`config.mk`:
```
export PLATFORM = sky130hd
export DESIGN_NAME = rgb_command_parser_stopwatch
export DESIGN_NICKNAME = d
export VERILOG_FILES = /design/src/rtl/rcps_pkg.sv /design/src/rtl/rcps_parser.sv /design/src/rtl/rcps_watch.sv /design/src/rtl/rgb_command_parser_stopwatch.sv
export SDC_FILE = /design/constraint.sdc
export NUM_CORES = 1
export LEC_CHECK = 0
export BUFFER_PORTS_ARGS = -buffer_cell sky130_fd_sc_hd__buf_4
export CAP_MARGIN = 20
export CORE_ASPECT_RATIO = 1.25
export CORE_UTILIZATION = 45
export CTS_BUF_LIST = sky130_fd_sc_hd__clkbuf_8
export DETAILED_ROUTE_END_ITERATION = 12
export PLACE_DENSITY = 0.69
export REMOVE_ABC_BUFFERS = 1
export SYNTH_ARGS = -nofsm -noshare
export SYNTH_HDL_FRONTEND = slang
export SYNTH_HIERARCHICAL = 1
export SYNTH_SLANG_ARGS = --single-unit
```
`constraint.sdc`:
```
create_clock -name i_clk -period 12.39 [get_ports i_clk]
set_clock_uncertainty 0.2 [all_clocks]
set_input_delay 3.0975 -clock i_clk [delete_from_list [all_inputs] [get_ports i_clk]]
set_output_delay 3.0975 -clock i_clk [all_outputs]
set_load 0.005 [all_outputs]
```
`src/rtl/rcps_pkg.sv`:
```
// Shared types, codes and helpers for the RGB command parser with stopwatch.
package rcps_pkg;

    localparam logic [1:0] MODE_BYTE   = 2'd0;
    localparam logic [1:0] MODE_TICK   = 2'd1;
    localparam logic [1:0] MODE_BUTTON = 2'd2;

    localparam logic [1:0] KIND_COMPARE = 2'd0;
    localparam logic [1:0] KIND_ECHO    = 2'd1;
    localparam logic [1:0] KIND_TIME    = 2'd2;

    localparam logic [1:0] CH_NONE  = 2'd0;
    localparam logic [1:0] CH_RED   = 2'd1;
    localparam logic [1:0] CH_GREEN = 2'd2;
    localparam logic [1:0] CH_BLUE  = 2'd3;

    localparam logic [1:0] REG_TICKS_PER_SECOND = 2'd0;
    localparam logic [1:0] REG_DEBOUNCE_TICKS   = 2'd1;

    localparam logic [2:0] MAX_DIGITS = 3'd3;

    localparam logic [31:0] TICKS_PER_SECOND_RST = 32'd12000000;
    localparam logic [31:0] DEBOUNCE_TICKS_RST   = 32'd60000;

    localparam logic [7:0] ASCII_R     = 8'h72;
    localparam logic [7:0] ASCII_G     = 8'h67;
    localparam logic [7:0] ASCII_B     = 8'h62;
    localparam logic [7:0] ASCII_S     = 8'h73;
    localparam logic [7:0] ASCII_BANG  = 8'h21;
    localparam logic [7:0] ASCII_P     = 8'h70;
    localparam logic [7:0] ASCII_ZERO  = 8'd48;
    localparam logic [7:0] ASCII_NINE  = 8'd57;

    localparam logic [9:0] LEVEL_MID = 10'd255;

    typedef struct packed {
        logic        has;
        logic [1:0]  kind;
        logic [1:0]  channel;
        logic [9:0]  compare_value;
        logic [9:0]  level;
        logic [7:0]  echo_byte;
        logic [31:0] seconds;
        logic        running_flag;
    } t_result;

    function automatic logic [9:0] f_compare(input logic [9:0] lvl);
        logic [9:0] diff;
        if (lvl >= LEVEL_MID) begin
            diff = lvl - LEVEL_MID;
        end else begin
            diff = LEVEL_MID - lvl;
        end
        return diff;
    endfunction

endpackage

```
`src/rtl/rcps_parser.sv`:
```
// Command byte parser: channel select, digit accumulation, compare and echo items.
module rcps_parser (
    input  logic                 i_clk,
    input  logic                 i_rst_n,
    input  logic                 i_step,
    input  logic [7:0]           i_byte,
    output rcps_pkg::t_result    o_res
);

    logic [1:0]  r_channel, n_channel;
    logic [1:0]  r_count,   n_count;
    logic [9:0]  r_accum,   n_accum;

    logic [13:0] sum;
    logic [9:0]  acc_next;
    logic [2:0]  count_inc;
    logic        is_letter;
    logic        is_digit;

    always_comb begin
        sum       = {4'd0, r_accum} * 14'd10 + {6'd0, i_byte - rcps_pkg::ASCII_ZERO};
        acc_next  = sum[9:0];
        count_inc = {1'b0, r_count} + 3'd1;
        is_letter = (i_byte == rcps_pkg::ASCII_R) || (i_byte == rcps_pkg::ASCII_G) ||
                    (i_byte == rcps_pkg::ASCII_B);
        is_digit  = (i_byte >= rcps_pkg::ASCII_ZERO) && (i_byte <= rcps_pkg::ASCII_NINE);

        n_channel = r_channel;
        n_count   = r_count;
        n_accum   = r_accum;
        o_res     = '0;

        if (is_letter) begin
            if (r_count != 2'd0 && r_channel != rcps_pkg::CH_NONE) begin
                o_res.has           = 1'b1;
                o_res.kind          = rcps_pkg::KIND_COMPARE;
                o_res.channel       = r_channel;
                o_res.level         = r_accum;
                o_res.compare_value = rcps_pkg::f_compare(r_accum);
            end
            n_count = 2'd0;
            n_accum = 10'd0;
            if (i_byte == rcps_pkg::ASCII_R) begin
                n_channel = rcps_pkg::CH_RED;
            end else if (i_byte == rcps_pkg::ASCII_G) begin
                n_channel = rcps_pkg::CH_GREEN;
            end else begin
                n_channel = rcps_pkg::CH_BLUE;
            end
        end else if (i_byte == rcps_pkg::ASCII_S || i_byte == rcps_pkg::ASCII_BANG ||
                     i_byte == rcps_pkg::ASCII_P) begin
            // stopwatch commands leave the parse state alone
        end else if (is_digit) begin
            if (r_channel == rcps_pkg::CH_NONE) begin
                o_res.has       = 1'b1;
                o_res.kind      = rcps_pkg::KIND_ECHO;
                o_res.echo_byte = i_byte;
            end else if (count_inc >= rcps_pkg::MAX_DIGITS) begin
                o_res.has           = 1'b1;
                o_res.kind          = rcps_pkg::KIND_COMPARE;
                o_res.channel       = r_channel;
                o_res.level         = acc_next;
                o_res.compare_value = rcps_pkg::f_compare(acc_next);
                n_channel           = rcps_pkg::CH_NONE;
                n_count             = 2'd0;
                n_accum             = 10'd0;
            end else begin
                n_count = count_inc[1:0];
                n_accum = acc_next;
            end
        end else begin
            o_res.has       = 1'b1;
            o_res.kind      = rcps_pkg::KIND_ECHO;
            o_res.echo_byte = i_byte;
            n_channel       = rcps_pkg::CH_NONE;
            n_count         = 2'd0;
            n_accum         = 10'd0;
        end
    end

    always_ff @(posedge i_clk) begin
        if (!i_rst_n) begin
            r_channel <= rcps_pkg::CH_NONE;
            r_count   <= 2'd0;
            r_accum   <= 10'd0;
        end else if (i_step) begin
            r_channel <= n_channel;
            r_count   <= n_count;
            r_accum   <= n_accum;
        end
    end

endmodule

```
`src/rtl/rcps_watch.sv`:
```
// Stopwatch, button lockout and configuration registers.
module rcps_watch (
    input  logic                 i_clk,
    input  logic                 i_rst_n,
    input  logic                 i_cfg_we,
    input  logic [1:0]           i_cfg_index,
    input  logic [31:0]          i_cfg_wdata,
    input  logic                 i_step,
    input  logic [1:0]           i_mode,
    input  logic [7:0]           i_byte,
    output rcps_pkg::t_result    o_res
);

    logic [31:0] r_tps;
    logic [31:0] r_deb;
    logic        r_running, n_running;
    logic [31:0] r_seconds, n_seconds;
    logic [31:0] r_presc,   n_presc;
    logic [31:0] r_lock,    n_lock;

    logic [32:0] presc_inc;

    always_comb begin
        presc_inc = {1'b0, r_presc} + 33'd1;
        n_running = r_running;
        n_seconds = r_seconds;
        n_presc   = r_presc;
        n_lock    = r_lock;
        o_res     = '0;

        case (i_mode)
            rcps_pkg::MODE_BYTE: begin
                if (i_byte == rcps_pkg::ASCII_S) begin
                    n_running = !r_running;
                end else if (i_byte == rcps_pkg::ASCII_BANG) begin
                    n_running = 1'b0;
                    n_seconds = 32'd0;
                    n_presc   = 32'd0;
                end else if (i_byte == rcps_pkg::ASCII_P) begin
                    o_res.has = 1'b1;
                end
            end
            rcps_pkg::MODE_TICK: begin
                if (r_lock != 32'd0) begin
                    n_lock = r_lock - 32'd1;
                end
                if (r_running) begin
                    if (presc_inc >= {1'b0, r_tps}) begin
                        n_presc   = 32'd0;
                        n_seconds = r_seconds + 32'd1;
                    end else begin
                        n_presc = presc_inc[31:0];
                    end
                end
            end
            rcps_pkg::MODE_BUTTON: begin
                if (r_lock == 32'd0) begin
                    n_lock    = r_deb;
                    o_res.has = 1'b1;
                end
            end
            default: begin
            end
        endcase

        if (o_res.has) begin
            o_res.kind         = rcps_pkg::KIND_TIME;
            o_res.seconds      = r_seconds;
            o_res.running_flag = r_running;
        end
    end

    always_ff @(posedge i_clk) begin
        if (!i_rst_n) begin
            r_tps <= rcps_pkg::TICKS_PER_SECOND_RST;
            r_deb <= rcps_pkg::DEBOUNCE_TICKS_RST;
        end else if (i_cfg_we) begin
            if (i_cfg_index == rcps_pkg::REG_TICKS_PER_SECOND) begin
                r_tps <= i_cfg_wdata;
            end else if (i_cfg_index == rcps_pkg::REG_DEBOUNCE_TICKS) begin
                r_deb <= i_cfg_wdata;
            end
        end
    end

    always_ff @(posedge i_clk) begin
        if (!i_rst_n) begin
            r_running <= 1'b1;
            r_seconds <= 32'd0;
            r_presc   <= 32'd0;
            r_lock    <= 32'd0;
        end else if (i_step) begin
            r_running <= n_running;
            r_seconds <= n_seconds;
            r_presc   <= n_presc;
            r_lock    <= n_lock;
        end
    end

endmodule

```
`src/rtl/rgb_command_parser_stopwatch.sv`:
```
// Top level: input register, parser and stopwatch, result register.
//
//   channel | direction | handshake               | payload
//   in      | input     | i_in_valid / o_in_stall  | i_in_mode, i_in_rx_byte
//   out     | output    | o_out_valid / i_out_stall| kind, channel, compare_value, level,
//           |           |                          | echo_byte, seconds, running_flag
//   cfg     | input     | i_cfg_we                 | i_cfg_index, i_cfg_wdata
//
// One item per cycle while the input is not stalled; an accepted item is held in
// the input register, then its result in the result register. Items without a
// result (ticks, s, !) keep flowing while the result register is stalled; an item
// with a result waits in the input register until the result register frees up.
// Synchronous active-low reset restores state and register defaults, but not payloads.
module rgb_command_parser_stopwatch (
    input  logic        i_clk,
    input  logic        i_rst_n,
    input  logic        i_in_valid,
    output logic        o_in_stall,
    input  logic [1:0]  i_in_mode,
    input  logic [7:0]  i_in_rx_byte,
    output logic        o_out_valid,
    input  logic        i_out_stall,
    output logic [1:0]  o_out_kind,
    output logic [1:0]  o_out_channel,
    output logic [9:0]  o_out_compare_value,
    output logic [9:0]  o_out_level,
    output logic [7:0]  o_out_echo_byte,
    output logic [31:0] o_out_seconds,
    output logic        o_out_running_flag,
    input  logic        i_cfg_we,
    input  logic [1:0]  i_cfg_index,
    input  logic [31:0] i_cfg_wdata
);

    logic               r_in_valid;
    logic [1:0]         r_mode;
    logic [7:0]         r_byte;
    logic               r_out_valid;
    rcps_pkg::t_result  r_out;

    rcps_pkg::t_result  parse_res;
    rcps_pkg::t_result  watch_res;
    rcps_pkg::t_result  res;
    logic               out_free;
    logic               advance;
    logic               step;
    logic               byte_step;

    assign out_free  = !r_out_valid || !i_out_stall;
    assign advance   = !r_in_valid || out_free || !res.has;
    assign step      = r_in_valid && advance;
    assign byte_step = step && (r_mode == rcps_pkg::MODE_BYTE);
    assign o_in_stall = !advance;

    rcps_parser u_parser (
        .i_clk   (i_clk),
        .i_rst_n (i_rst_n),
        .i_step  (byte_step),
        .i_byte  (r_byte),
        .o_res   (parse_res)
    );

    rcps_watch u_watch (
        .i_clk       (i_clk),
        .i_rst_n     (i_rst_n),
        .i_cfg_we    (i_cfg_we),
        .i_cfg_index (i_cfg_index),
        .i_cfg_wdata (i_cfg_wdata),
        .i_step      (step),
        .i_mode      (r_mode),
        .i_byte      (r_byte),
        .o_res       (watch_res)
    );

    always_comb begin
        res = '0;
        if (r_mode == rcps_pkg::MODE_BYTE && parse_res.has) begin
            res = parse_res;
        end else if (watch_res.has) begin
            res = watch_res;
        end
    end

    always_ff @(posedge i_clk) begin
        if (!i_rst_n) begin
            r_in_valid <= 1'b0;
        end else if (advance) begin
            r_in_valid <= i_in_valid;
        end
    end

    always_ff @(posedge i_clk) begin
        if (advance && i_in_valid) begin
            r_mode <= i_in_mode;
            r_byte <= i_in_rx_byte;
        end
    end

    always_ff @(posedge i_clk) begin
        if (!i_rst_n) begin
            r_out_valid <= 1'b0;
        end else if (out_free) begin
            r_out_valid <= r_in_valid && res.has;
        end
    end

    always_ff @(posedge i_clk) begin
        if (out_free && r_in_valid && res.has) begin
            r_out <= res;
        end
    end

    assign o_out_valid         = r_out_valid;
    assign o_out_kind          = r_out.kind;
    assign o_out_channel       = r_out.channel;
    assign o_out_compare_value = r_out.compare_value;
    assign o_out_level         = r_out.level;
    assign o_out_echo_byte     = r_out.echo_byte;
    assign o_out_seconds       = r_out.seconds;
    assign o_out_running_flag  = r_out.running_flag;

    a_stall_only_when_full: assert property (@(posedge i_clk) disable iff (!i_rst_n)
        o_in_stall |-> (o_out_valid && i_out_stall))
        else $error("input stalled while result register could drain");

    a_compare_channel: assert property (@(posedge i_clk) disable iff (!i_rst_n)
        (o_out_valid && o_out_kind == rcps_pkg::KIND_COMPARE)
            |-> (o_out_channel != rcps_pkg::CH_NONE))
        else $error("compare item without a channel");

    a_compare_value: assert property (@(posedge i_clk) disable iff (!i_rst_n)
        (o_out_valid && o_out_kind == rcps_pkg::KIND_COMPARE)
            |-> ((o_out_level >= rcps_pkg::LEVEL_MID)
                 ? (o_out_compare_value == o_out_level - rcps_pkg::LEVEL_MID)
                 : (o_out_compare_value == rcps_pkg::LEVEL_MID - o_out_level)))
        else $error("compare value does not match level");

    a_result_needs_item: assert property (@(posedge i_clk) disable iff (!i_rst_n)
        $rose(o_out_valid) |-> $past(r_in_valid))
        else $error("result appeared without an item");

endmodule

```
==> results of run 1 <==
kinds of logic after synthesis:
group	count (synthesis)
mux	5
other cells	2
simple gates	775
compound gates	448
buf+inv	243
xor+xnor	59
fa+ha+maj	61
flops	252
stage by stage:
| stage | setup WS (ns) | area (um2) | total power [mW] | instances | hold WS [ns] |
|---|---|---|---|---|---|
| 4_1_cts | 5.09 | 16600 | 3.32 | 2351 | 0.255 |
| 6_report | 5.12 | 16600 | 3.31 | 2351 | 0.254 |
| 2_1_floorplan | 3.22 | 14100 | 2.18 | 1725 | 0.231 |
| 3_5_place_dp | 5.51 | 15700 | 2.56 | 2273 | 0.246 |
| 3_3_place_gp | 5.52 | 15700 | 2.52 | 2271 | 0.242 |
| 5_1_grt | 4.79 | 16600 | 3.57 | 2351 | 0.271 |
critical path: stages, from the launching register on:
cell     delay (ns)
dfxtp_1        0.36
or4_1          0.69
nor4_4         0.29
nand4_2        0.23
nor3_1         0.33
nand2_1        0.17
a21oi_4        0.14
buf_4          0.68
o21ai_2        0.24
nor2_1         0.13
buf_4          0.12
synthesized netlist by cell type (all sizes together), types with 35 or more instances:
library cell	instances
and2	48
edfxtp	75
nor2	71
nand2	384
o21ai	129
clkbuf	91
o31ai	37
a21oi	167
buf	92
xnor2	37
dfxtp	177
nand3	65
ha	59
nand4	35
inv	59
path summary, 6_finish.rpt:
path                                   start                              end  slack (ns)  cells after the start
max          u_watch/r_lock[20]$_SDFFE_PN0P_                       o_in_stall        5.12                     10
min           u_watch/r_deb[24]$_SDFFE_PN0P_   u_watch/r_deb[24]$_SDFFE_PN0P_        0.25                      2
min reg2reg   u_watch/r_deb[24]$_SDFFE_PN0P_   u_watch/r_deb[24]$_SDFFE_PN0P_        0.25                      2
max reg2reg  u_watch/r_presc[0]$_SDFFE_PN0P_  u_watch/r_presc[7]$_SDFFE_PN0P_        6.83                     15
registers in the layout, summed over array words and instances, names as in the netlist:
signal	cells
r_byte	8
o_out_echo_byte	8
o_out_level	10
u_watch/r_deb	32
r_in_valid	1
u_watch/r_lock	32
u_parser/r_channel	2
u_parser/r_accum	10
o_out_kind	2
o_out_compare_value	10
u_watch/r_seconds	32
o_out_valid	1
u_watch/r_tps	32
o_out_channel	2
r_mode	2
u_parser/r_count	2
u_watch/r_running	1
u_watch/r_presc	32
o_out_seconds	32
o_out_running_flag	1
area by class of cell:
| cell class | count | share of cell area (%) |
|---|---|---|
| Clock inverter | 26 | 0.824 |
| Tap cell | 418 | 3.16 |
| Clock buffer | 52 | 4.32 |
| Timing Repair Buffer | 130 | 5.98 |
| Sequential cell | 252 | 35.0 |
| Multi-Input combinational cell | 1413 | 49.4 |
| Inverter | 60 | 1.36 |
report_power, final:
group	switching, mW	internal, mW
clock network	0.341	0.401
logic	0.967	0.543
registers	0.0776	0.981
routing by layer:
layer / vias to the layer above / share of wire, % / global-route usage, %
li1: 6497 / - / -
met1: 6024 / 43 / 26.2
met2: 360 / 48 / 35.7
met3: 80 / 5.7 / 3.25
met4: 0 / 2.6 / 7.37
met5: - / 0 / 0
==> results.py, run 1 <==
metrics = {
    "cts": {
        "ctsResizeCount": 0,
        "cts_buffer_depth": 3,
        "root_buffer": "clkbuf_8",
        "clock_latency_ns": 0.57,
        "cts_tree": "built",
        "cts_setup_buffers": 0,
        "clock-sinks": 252,
        "hold_buffers": 0,
        "cts_inserted_buffers": 43,
        "clk_pin_slew_ns": 0.06,
        "htreeDepth": 2,
    },
    "route": {
        "drt_first_pass_iters": 5,
        "antenna_left": 0,
        "wl_um": 35400,
        "drc": 0,
        "routedWlPerCell_um": 15.1,
        "vias": 12961,
        "vias_per_cell": 5.51,
        "drtIter0Drc": 864,
    },
    "cells_and_area": {
        "multi_input_area_um2": 8170,
        "drive_gt1_share_pct": 12.0,
        "diodes": 0,
        "regArea_um2": 5800,
        "fin_nets": 2010,
        "areaGrowthSynthToFinish_pct": 11.0,
        "fill_cells": 3157,
        "layout_commonest_cell": "nand2_1",
        "utilization_pct": 50.7,
        "mostFrequentLayoutCells": "384 x nand2_1, 177 x dfxtp_1, 164 x a21oi_1, 128 x buf_4, 105 x o21ai_0",
    },
    "setup_path": {
        "cp_max_fo": 102,
        "startpoint_type": "register",
        "critical_path_class": "register to output port",
        "cp_data_required_time_ns": 9.09,
        "cp-end-kind": "output port",
        "arrival_ns": 3.97,
    },
    "synthesis": {
        "yosys.area.top_type": "dfxtp_1",
        "synth.yosys.seq_area_share_pct": 38.9,
        "synth_cell_types": 87,
        "synthSimpleGateAreaFrac_pct": 25.4,
        "synth-xor-area-share_pct": 3.46,
        "async_flop_share_pct": 0,
        "synth_top_cell_area_share_pct": 23.8,
        "synth_edf_count": 75,
        "syn-cell-area_um2": 14900,
        "ys_ff_latch": 252,
        "synthMuxAreaShare_pct": 0.394,
        "synth-adder-area-share_pct": 5.22,
        "synth_cells": 1845,
        "yosys_warnings": 6,
        "syn_avg_cell_area_um2": 8.08,
        "synth_top_family_by_area": "simple AND/OR/NAND/NOR gates",
        "synth-compound-area-share_pct": 18.4,
        "ys_top_cells_by_area": "dfxtp_1 24%, edfxtp_1 15%, nand2_1 9.7%",
        "synthFlopType": "dfxtp_1",
    },
    "die": {
        "coreArea_um2": 32700,
        "ios": 116,
        "start_util_pct": 45.6,
        "die_w_um": 165,
        "rows": 74,
        "die-height_um": 206,
        "die_area_um2": 33900,
    },
    "flow_run": {
        "maxCapViolCount": 0,
    },
    "placement": {
        "dpl.hpwl_um": 24100,
        "portBuffers": 115,
        "gp_congestion": 0.877,
    },
    "power": {
        "power_density_nw_per_um2": 200,
        "peakVddDrop_v": 0.000207,
        "leakage_nw": 6.28,
    },
    "timing": {
        "min_period_ns": 7.27,
        "drv_slew": 0,
        "fmaxAchievable_mhz": 138,
        "period_share_pct": 58.7,
        "setup_viol": 0,
        "tns_ns": 0,
        "rsz0062_at_grt": "no",
        "tightestPinTransition_ns": 1.12,
        "relSlewSlack_pct": 25.5,
        "finalHoldViolCount": 0,
    },
    "global_routing": {
        "grt_max_degree": 106,
        "first_global_vias": 11957,
        "grt_pass1_wl_um": 57500,
        "grt_util_all_layers_pct": 20.8,
        "gr-total-overflow": 0,
        "grt_antenna_before_repair": 0,
    },
    "status": {
        "status": "complete, no violations",
    },
    "min_path": {
        "hold_path.class": "register to register",
    },
}
No activity file was read; power rests on OpenSTA's default activity.
==> run 2, diff against run 1 <==
- ABC_AREA: default -> 1
- PLACE_DENSITY: 0.69 -> 0.68
- clock period: 12.39 -> 7 ns (I/O delays scaled with it)
==> run 2 against run 1 <==
Critical endpoint unchanged. Synthesized cell count is 21% higher. Core utilization is 0.39 points lower. Final cell count is 19% higher. Critical path type unchanged. Hold slack better by 0.011 ns. Non-clock buffer count is 3 lower. First-iteration DRC count is 2.7% lower. Count of clock-buffer cells in the layout is 1 higher. Flip-flop and latch count stayed put.
==> results.py, run 2 <==
metrics = {
    "status": {
        "status": "complete, no violations",
    },
    "power": {
        "leakage_nw": 7.30,
        "switching_share_pct": 27.7,
        "p_clk_share_pct": 40.5,
        "power_density_nw_per_um2": 195,
        "p_int_mw": 2.50,
        "power.switching_mw": 0.959,
        "seqPwrFrac_pct": 45.7,
        "p_comb_share_pct": 13.8,
        "peakVddDrop_v": 0.000193,
    },
    "flow_run": {
        "maxCapViolCount": 0,
    },
    "synthesis": {
        "synth_top_cell_area_share_pct": 22.1,
        "synthFlopType": "dfxtp_1",
        "ys_top_cells_by_count": "486 x nand2_1, 254 x a21oi_1, 235 x nor2_1",
        "synth_cell_types": 52,
        "synth_cells": 2229,
        "synth.yosys.seq_area_share_pct": 36.1,
        "ys_ff_latch": 252,
        "yosys.area.top_type": "dfxtp_1",
        "async_flop_share_pct": 0,
        "yosys_warnings": 6,
        "syn_avg_cell_area_um2": 7.20,
        "synth_edf_count": 75,
        "ys_top_cells_by_area": "dfxtp_1 22%, edfxtp_1 14%, nand2_1 11%",
        "syn-cell-area_um2": 16100,
        "post-synth-top-count-cell": "nand2_1",
    },
    "timing": {
        "tightestPinTransition_ns": 1.04,
        "rsz0062_at_grt": "no",
        "tns_ns": 0,
        "worst_slack_ns": 1.82,
        "drv_slew": 0,
        "setup_viol": 0,
        "finalHoldViolCount": 0,
        "fmaxAchievable_mhz": 193,
        "period_share_pct": 74.0,
        "relSlewSlack_pct": 30.9,
        "min_period_ns": 5.18,
    },
    "cells_and_area": {
        "diodes": 0,
        "fill_cells": 3552,
        "areaGrowthSynthToFinish_pct": 10.4,
        "mostFrequentLayoutCells": "486 x nand2_1, 254 x a21oi_1, 240 x inv_1, 232 x nor2_1, 177 x dfxtp_1",
        "drive_gt1_share_pct": 12.6,
        "layout_commonest_cell": "nand2_1",
        "fin_nets": 2404,
    },
    "setup_path": {
        "slowest_delay_ns": 0.38,
        "cp_data_required_time_ns": 5.05,
        "crit_buf_inv": 5,
        "crit_family": "simple AND/OR/NAND/NOR gates",
        "rr_startpoint": "u_watch/r_presc[0]$_SDFFE_PN0P_",
        "crit_slowest_cell": "and2_4",
        "cp_cell_sequence": "inv_1 -> ha_1 -> nand3_4 -> nor2_4 -> nand2_4 -> nor2_4 -> nand3b_4 -> nor3_2 -> nand2_1 -> nor2_1 -> nand3_1 -> and2_4 -> inv_2 -> inv_1 -> nand2_1 -> nand2_1 -> inv_1 -> buf_4",
        "arrival_ns": 3.23,
        "startpoint_type": "register",
        "cp-end-kind": "output port",
        "cp_max_fo": 34,
        "critical_path_class": "register to output port",
        "startpoint": "u_watch/r_lock[0]$_SDFFE_PN0P_",
    },
    "global_routing": {
        "grt_max_degree": 117,
        "grt_pass1_wl_um": 66700,
        "grt_antenna_before_repair": 0,
        "grt_util_all_layers_pct": 22.7,
        "first_global_vias": 13682,
        "gr-total-overflow": 0,
    },
    "route": {
        "vias_per_cell": 5.13,
        "drt_first_pass_iters": 5,
        "vias": 14354,
        "drtIter0Drc": 841,
        "wl_um": 40400,
        "drc": 0,
        "routedWlPerCell_um": 14.4,
        "antenna_left": 0,
    },
    "cts": {
        "cts_inserted_buffers": 43,
        "cts_setup_buffers": 0,
        "cts_buffer_depth": 3,
        "ctsResizeCount": 0,
        "root_buffer": "clkbuf_8",
        "htreeDepth": 2,
        "cts_tree": "built",
        "clock_latency_ns": 0.59,
        "clk_pin_slew_ns": 0.06,
        "hold_buffers": 0,
        "clock-sinks": 252,
    },
    "placement": {
        "portBuffers": 115,
        "dpl.hpwl_um": 29100,
        "gp_congestion": 0.946,
        "pre_cts_ws_ns": 2.18,
    },
    "die": {
        "start_util_pct": 45.5,
        "ios": 116,
        "rows": 77,
        "die-height_um": 213,
        "die_area_um2": 36400,
        "die_w_um": 171,
        "coreArea_um2": 35300,
    },
    "min_path": {
        "hold_path.class": "register to register",
        "min-delay-start": "u_parser/r_accum[9]$_SDFFE_PN0P_",
    },
}
[run 2: cell types whose count changed after synthesis, moves of 37 or more]
cell	before	now
clkbuf_1	91	53
nand2_1	384	486
a21oi_1	167	254
nor2_1	71	235
and2_1	48	2
inv_1	59	231
nand3_1	63	104
xor2_1	22	59
[run 2: layer usage]
metal	global-route usage (%)	vias to the layer above	routed length (um)
li1	-	7324	-
met1	27.7	6549	17500
met2	40.0	385	19800
met3	3.21	96	1840
met4	8.53	0	1280
met5	0	-	0
[run 2: area by class of cell]
class                   count  area, um2  area share [%]
flip-flops and latches    252       5800            32.7
clock buffers              53        729            4.11
inverters                 247        927            5.23
multi-input cells        1623       8520            48.0
clock inverters            22        173           0.974
repair buffers            127        993            5.60
well taps                 474        593            3.35
[run 2: cell families (layout without fill, tap and decap cells)]
kind of cell,Yosys count,count (layout),synth area share (%)
flip-flops,252,252,36.1
adder cells (fa/ha/maj),61,61,4.85
other,2,65,0.0468
AND/OR/NAND/NOR,1024,1024,29.3
multiplexers,1,1,0.0623
XOR/XNOR,67,67,3.65
AO/OA/AOI/OAI,405,405,13.5
buffers and inverters,417,449,12.5
[run 2: power groups by stage]
stage,combinational (mW),clock (mW),sequential [mW]
after floorplan,0.322,0,1.61
after global placement,0.461,0,1.61
after detailed placement,0.469,0,1.61
after CTS,0.472,1.45,1.58
after global routing,0.541,1.51,1.59
final,0.478,1.40,1.58
[run 2: final timing paths]
| kind | to | slack, ns | depth (start not counted) |
|---|---|---|---|
| setup / recovery | o_in_stall | 1.82 | 18 |
| hold / removal | u_parser/r_accum[9]$_SDFFE_PN0P_ | 0.26 | 2 |
| setup reg to reg | u_watch/r_seconds[9]$_SDFFE_PN0P_ | 2.18 | 23 |
| hold reg to reg | u_parser/r_accum[9]$_SDFFE_PN0P_ | 0.26 | 2 |
[run 2: stage by stage]
step	total power, mW	area [um2]	hold WS [ns]	cells	util, %
floorplan	1.93	15200	0.224	2122	-
global placement	2.07	16800	0.248	2721	47.6
detailed placement	2.08	16800	0.255	2721	47.6
CTS	3.50	17700	0.264	2796	50.1
global route	3.64	17700	0.283	2798	50.3
finish	3.46	17700	0.265	2798	50.3
[run 2: tightest hold or removal path, delay by kind of cell (launching register included)]
kind	cells	cell delay, ns
AO/OA/AOI/OAI	1	0.05
AND/OR/NAND/NOR	1	0.06
flip-flops	1	0.31
==> run 3, diff against run 2 <==
- clock period: 7 -> 5 ns (I/O delays scaled with it)
==> run 3 against run 2 <==
Die area stayed put. Total power is 44% higher. Sequential power is 40% higher. Critical path depth stayed put. First-iteration DRC count is 16% higher. Wire length is 2.2% higher. Setup slack worse by 1.2 ns. Flip-flop and latch count stayed put. Critical path type unchanged. Critical endpoint unchanged.
==> results.py, run 3 (synthesis results as in run 2) <==
metrics = {
    "status": {
        "status": "complete, no violations",
    },
    "cts": {
        "cts_inserted_buffers": 42,
        "ctsResizeCount": 0,
        "root_buffer": "clkbuf_8",
        "htreeDepth": 2,
        "hold_buffers": 0,
        "clock_latency_ns": 0.57,
        "clock-sinks": 252,
        "cts_setup_buffers": 0,
        "clk_pin_slew_ns": 0.06,
        "cts_buffer_depth": 3,
        "cts_tree": "built",
    },
    "timing": {
        "min_period_ns": 4.34,
        "rsz0062_at_grt": "no",
        "period_share_pct": 86.8,
        "setup_viol": 0,
        "hold_slack_ns": 0.258,
        "tightestPinTransition_ns": 1.03,
        "fmaxAchievable_mhz": 230,
        "finalHoldViolCount": 0,
        "relSlewSlack_pct": 31.0,
        "drv_slew": 0,
        "tns_ns": 0,
    },
    "global_routing": {
        "grt_pass1_wl_um": 66300,
        "grt_max_degree": 124,
        "first_global_vias": 13473,
        "grt_util_all_layers_pct": 22.6,
        "gr-total-overflow": 0,
        "grt_antenna_before_repair": 0,
    },
    "power": {
        "power_density_nw_per_um2": 279,
        "leakage_nw": 7.35,
        "peakVddDrop_v": 0.000204,
    },
    "die": {
        "die_area_um2": 36400,
        "die_w_um": 171,
        "start_util_pct": 45.5,
        "ios": 116,
        "coreArea_um2": 35300,
        "rows": 77,
        "die-height_um": 213,
    },
    "setup_path": {
        "arrival_ns": 2.89,
        "slowest_delay_ns": 0.30,
        "cp_max_fo": 7,
        "rr_startpoint": "u_parser/r_accum[1]$_SDFFE_PN0P_",
        "ff2ff_setup_slack_ns": 0.88,
        "crit_slowest_cell": "dfxtp_1",
        "cp_data_required_time_ns": 3.55,
        "cp-end-kind": "output port",
        "startpoint": "u_watch/r_lock[0]$_SDFFE_PN0P_",
        "cp_cell_sequence": "inv_1 -> ha_1 -> nand3_4 -> nor2_4 -> nand2_4 -> nor2_4 -> nand3b_4 -> nor3_2 -> nand2_1 -> nor2_1 -> nand3_1 -> and2_4 -> inv_2 -> inv_1 -> nand2_1 -> nand2_1 -> inv_1 -> buf_4",
        "reg2reg_depth": 19,
        "r2r-end": "o_out_compare_value[4]$_DFFE_PP_",
        "startpoint_type": "register",
        "critical_path_class": "register to output port",
    },
    "route": {
        "antenna_left": 0,
        "wl_um": 41300,
        "top_layer": "met4",
        "drc": 0,
        "vias_per_cell": 5.12,
        "routedWlPerCell_um": 14.7,
        "vias": 14353,
        "drtIter0Drc": 973,
        "wirelength_met1_um": 17600,
        "wl_met3_um": 2440,
        "route.met2.wl_um": 20100,
        "drt_first_pass_iters": 5,
    },
    "cells_and_area": {
        "layout_commonest_cell": "nand2_1",
        "fin_nets": 2409,
        "fin_area_um2": 17800,
        "fill_cells": 3533,
        "multi_input_area_um2": 8520,
        "drive_gt1_share_pct": 12.8,
        "mostFrequentLayoutCells": "486 x nand2_1, 254 x a21oi_1, 242 x inv_1, 232 x nor2_1, 177 x dfxtp_1",
        "diodes": 0,
        "areaGrowthSynthToFinish_pct": 10.9,
        "regArea_um2": 5800,
    },
    "min_path": {
        "hold_path.class": "register to register",
        "hold_end": "u_watch/r_deb[10]$_SDFFE_PN0P_",
        "min-delay-start": "u_watch/r_deb[10]$_SDFFE_PN0P_",
        "whs_path_depth": 2,
    },
    "placement": {
        "placed_cell_area_um2": 16800,
        "gp_congestion": 0.962,
        "portBuffers": 115,
        "dpl.hpwl_um": 29800,
    },
    "flow_run": {
        "maxCapViolCount": 0,
    },
}
## run 3: power by group
part / total [mW] / internal, mW / switching [mW]
Clock: 2.08 / 1.21 / 0.869
Combinational: 0.678 / 0.225 / 0.453
Sequential: 2.21 / 2.18 / 0.0388
Total: 4.97 / 3.61 / 1.36
## run 3: worst max-delay path by stage
| stage | end | slack [ns] | cells past startpoint |
|---|---|---|---|
| finish | o_in_stall | 0.66 | 18 |
| global route | o_in_stall | 0.44 | 18 |
| CTS | o_in_stall | 0.62 | 18 |
| detailed placement | o_out_compare_value[1]$_DFFE_PP_ | 0.90 | 21 |
| global placement | o_out_compare_value[8]$_DFFE_PP_ | 0.91 | 19 |
| floorplan | u_watch/r_presc[0]$_SDFFE_PN0P_ | -1.96 | 18 |
## run 3: layout make-up
class	instances	area share, %
timing repair buffer	133	5.83
sequential	252	32.5
clock buffer	46	3.55
tap	474	3.33
inverter	247	5.21
clock inverter	28	1.71
multi-input combinational	1623	47.8
## run 3: worst max-delay path, delay by kind of cell (launching register included)
kind | cells | cell delay, ns
flip-flops | 1 | 0.30
adder cells (fa/ha/maj) | 1 | 0.23
buffers and inverters | 5 | 0.41
AND/OR/NAND/NOR | 12 | 1.37
## run 3: per-stage QoR
step | std cells | util (%) | power [mW] | setup slack, ns
finish | 2803 | 50.5 | 4.97 | 0.658
detailed placement | 2727 | 47.7 | 2.92 | 0.902
global placement | 2727 | 47.7 | 2.91 | 0.914
global route | 2803 | 50.5 | 5.19 | 0.442
floorplan | 2122 | - | 2.70 | -1.96
CTS | 2801 | 50.4 | 5.01 | 0.624
## run 3: layer usage
| metal | GRT usage, % | up-vias |
|---|---|---|
| met4 | 7.54 | 0 |
| met3 | 3.35 | 82 |
| li1 | - | 7327 |
| met2 | 40.1 | 411 |
| met1 | 27.8 | 6533 |
| met5 | 0 | - |
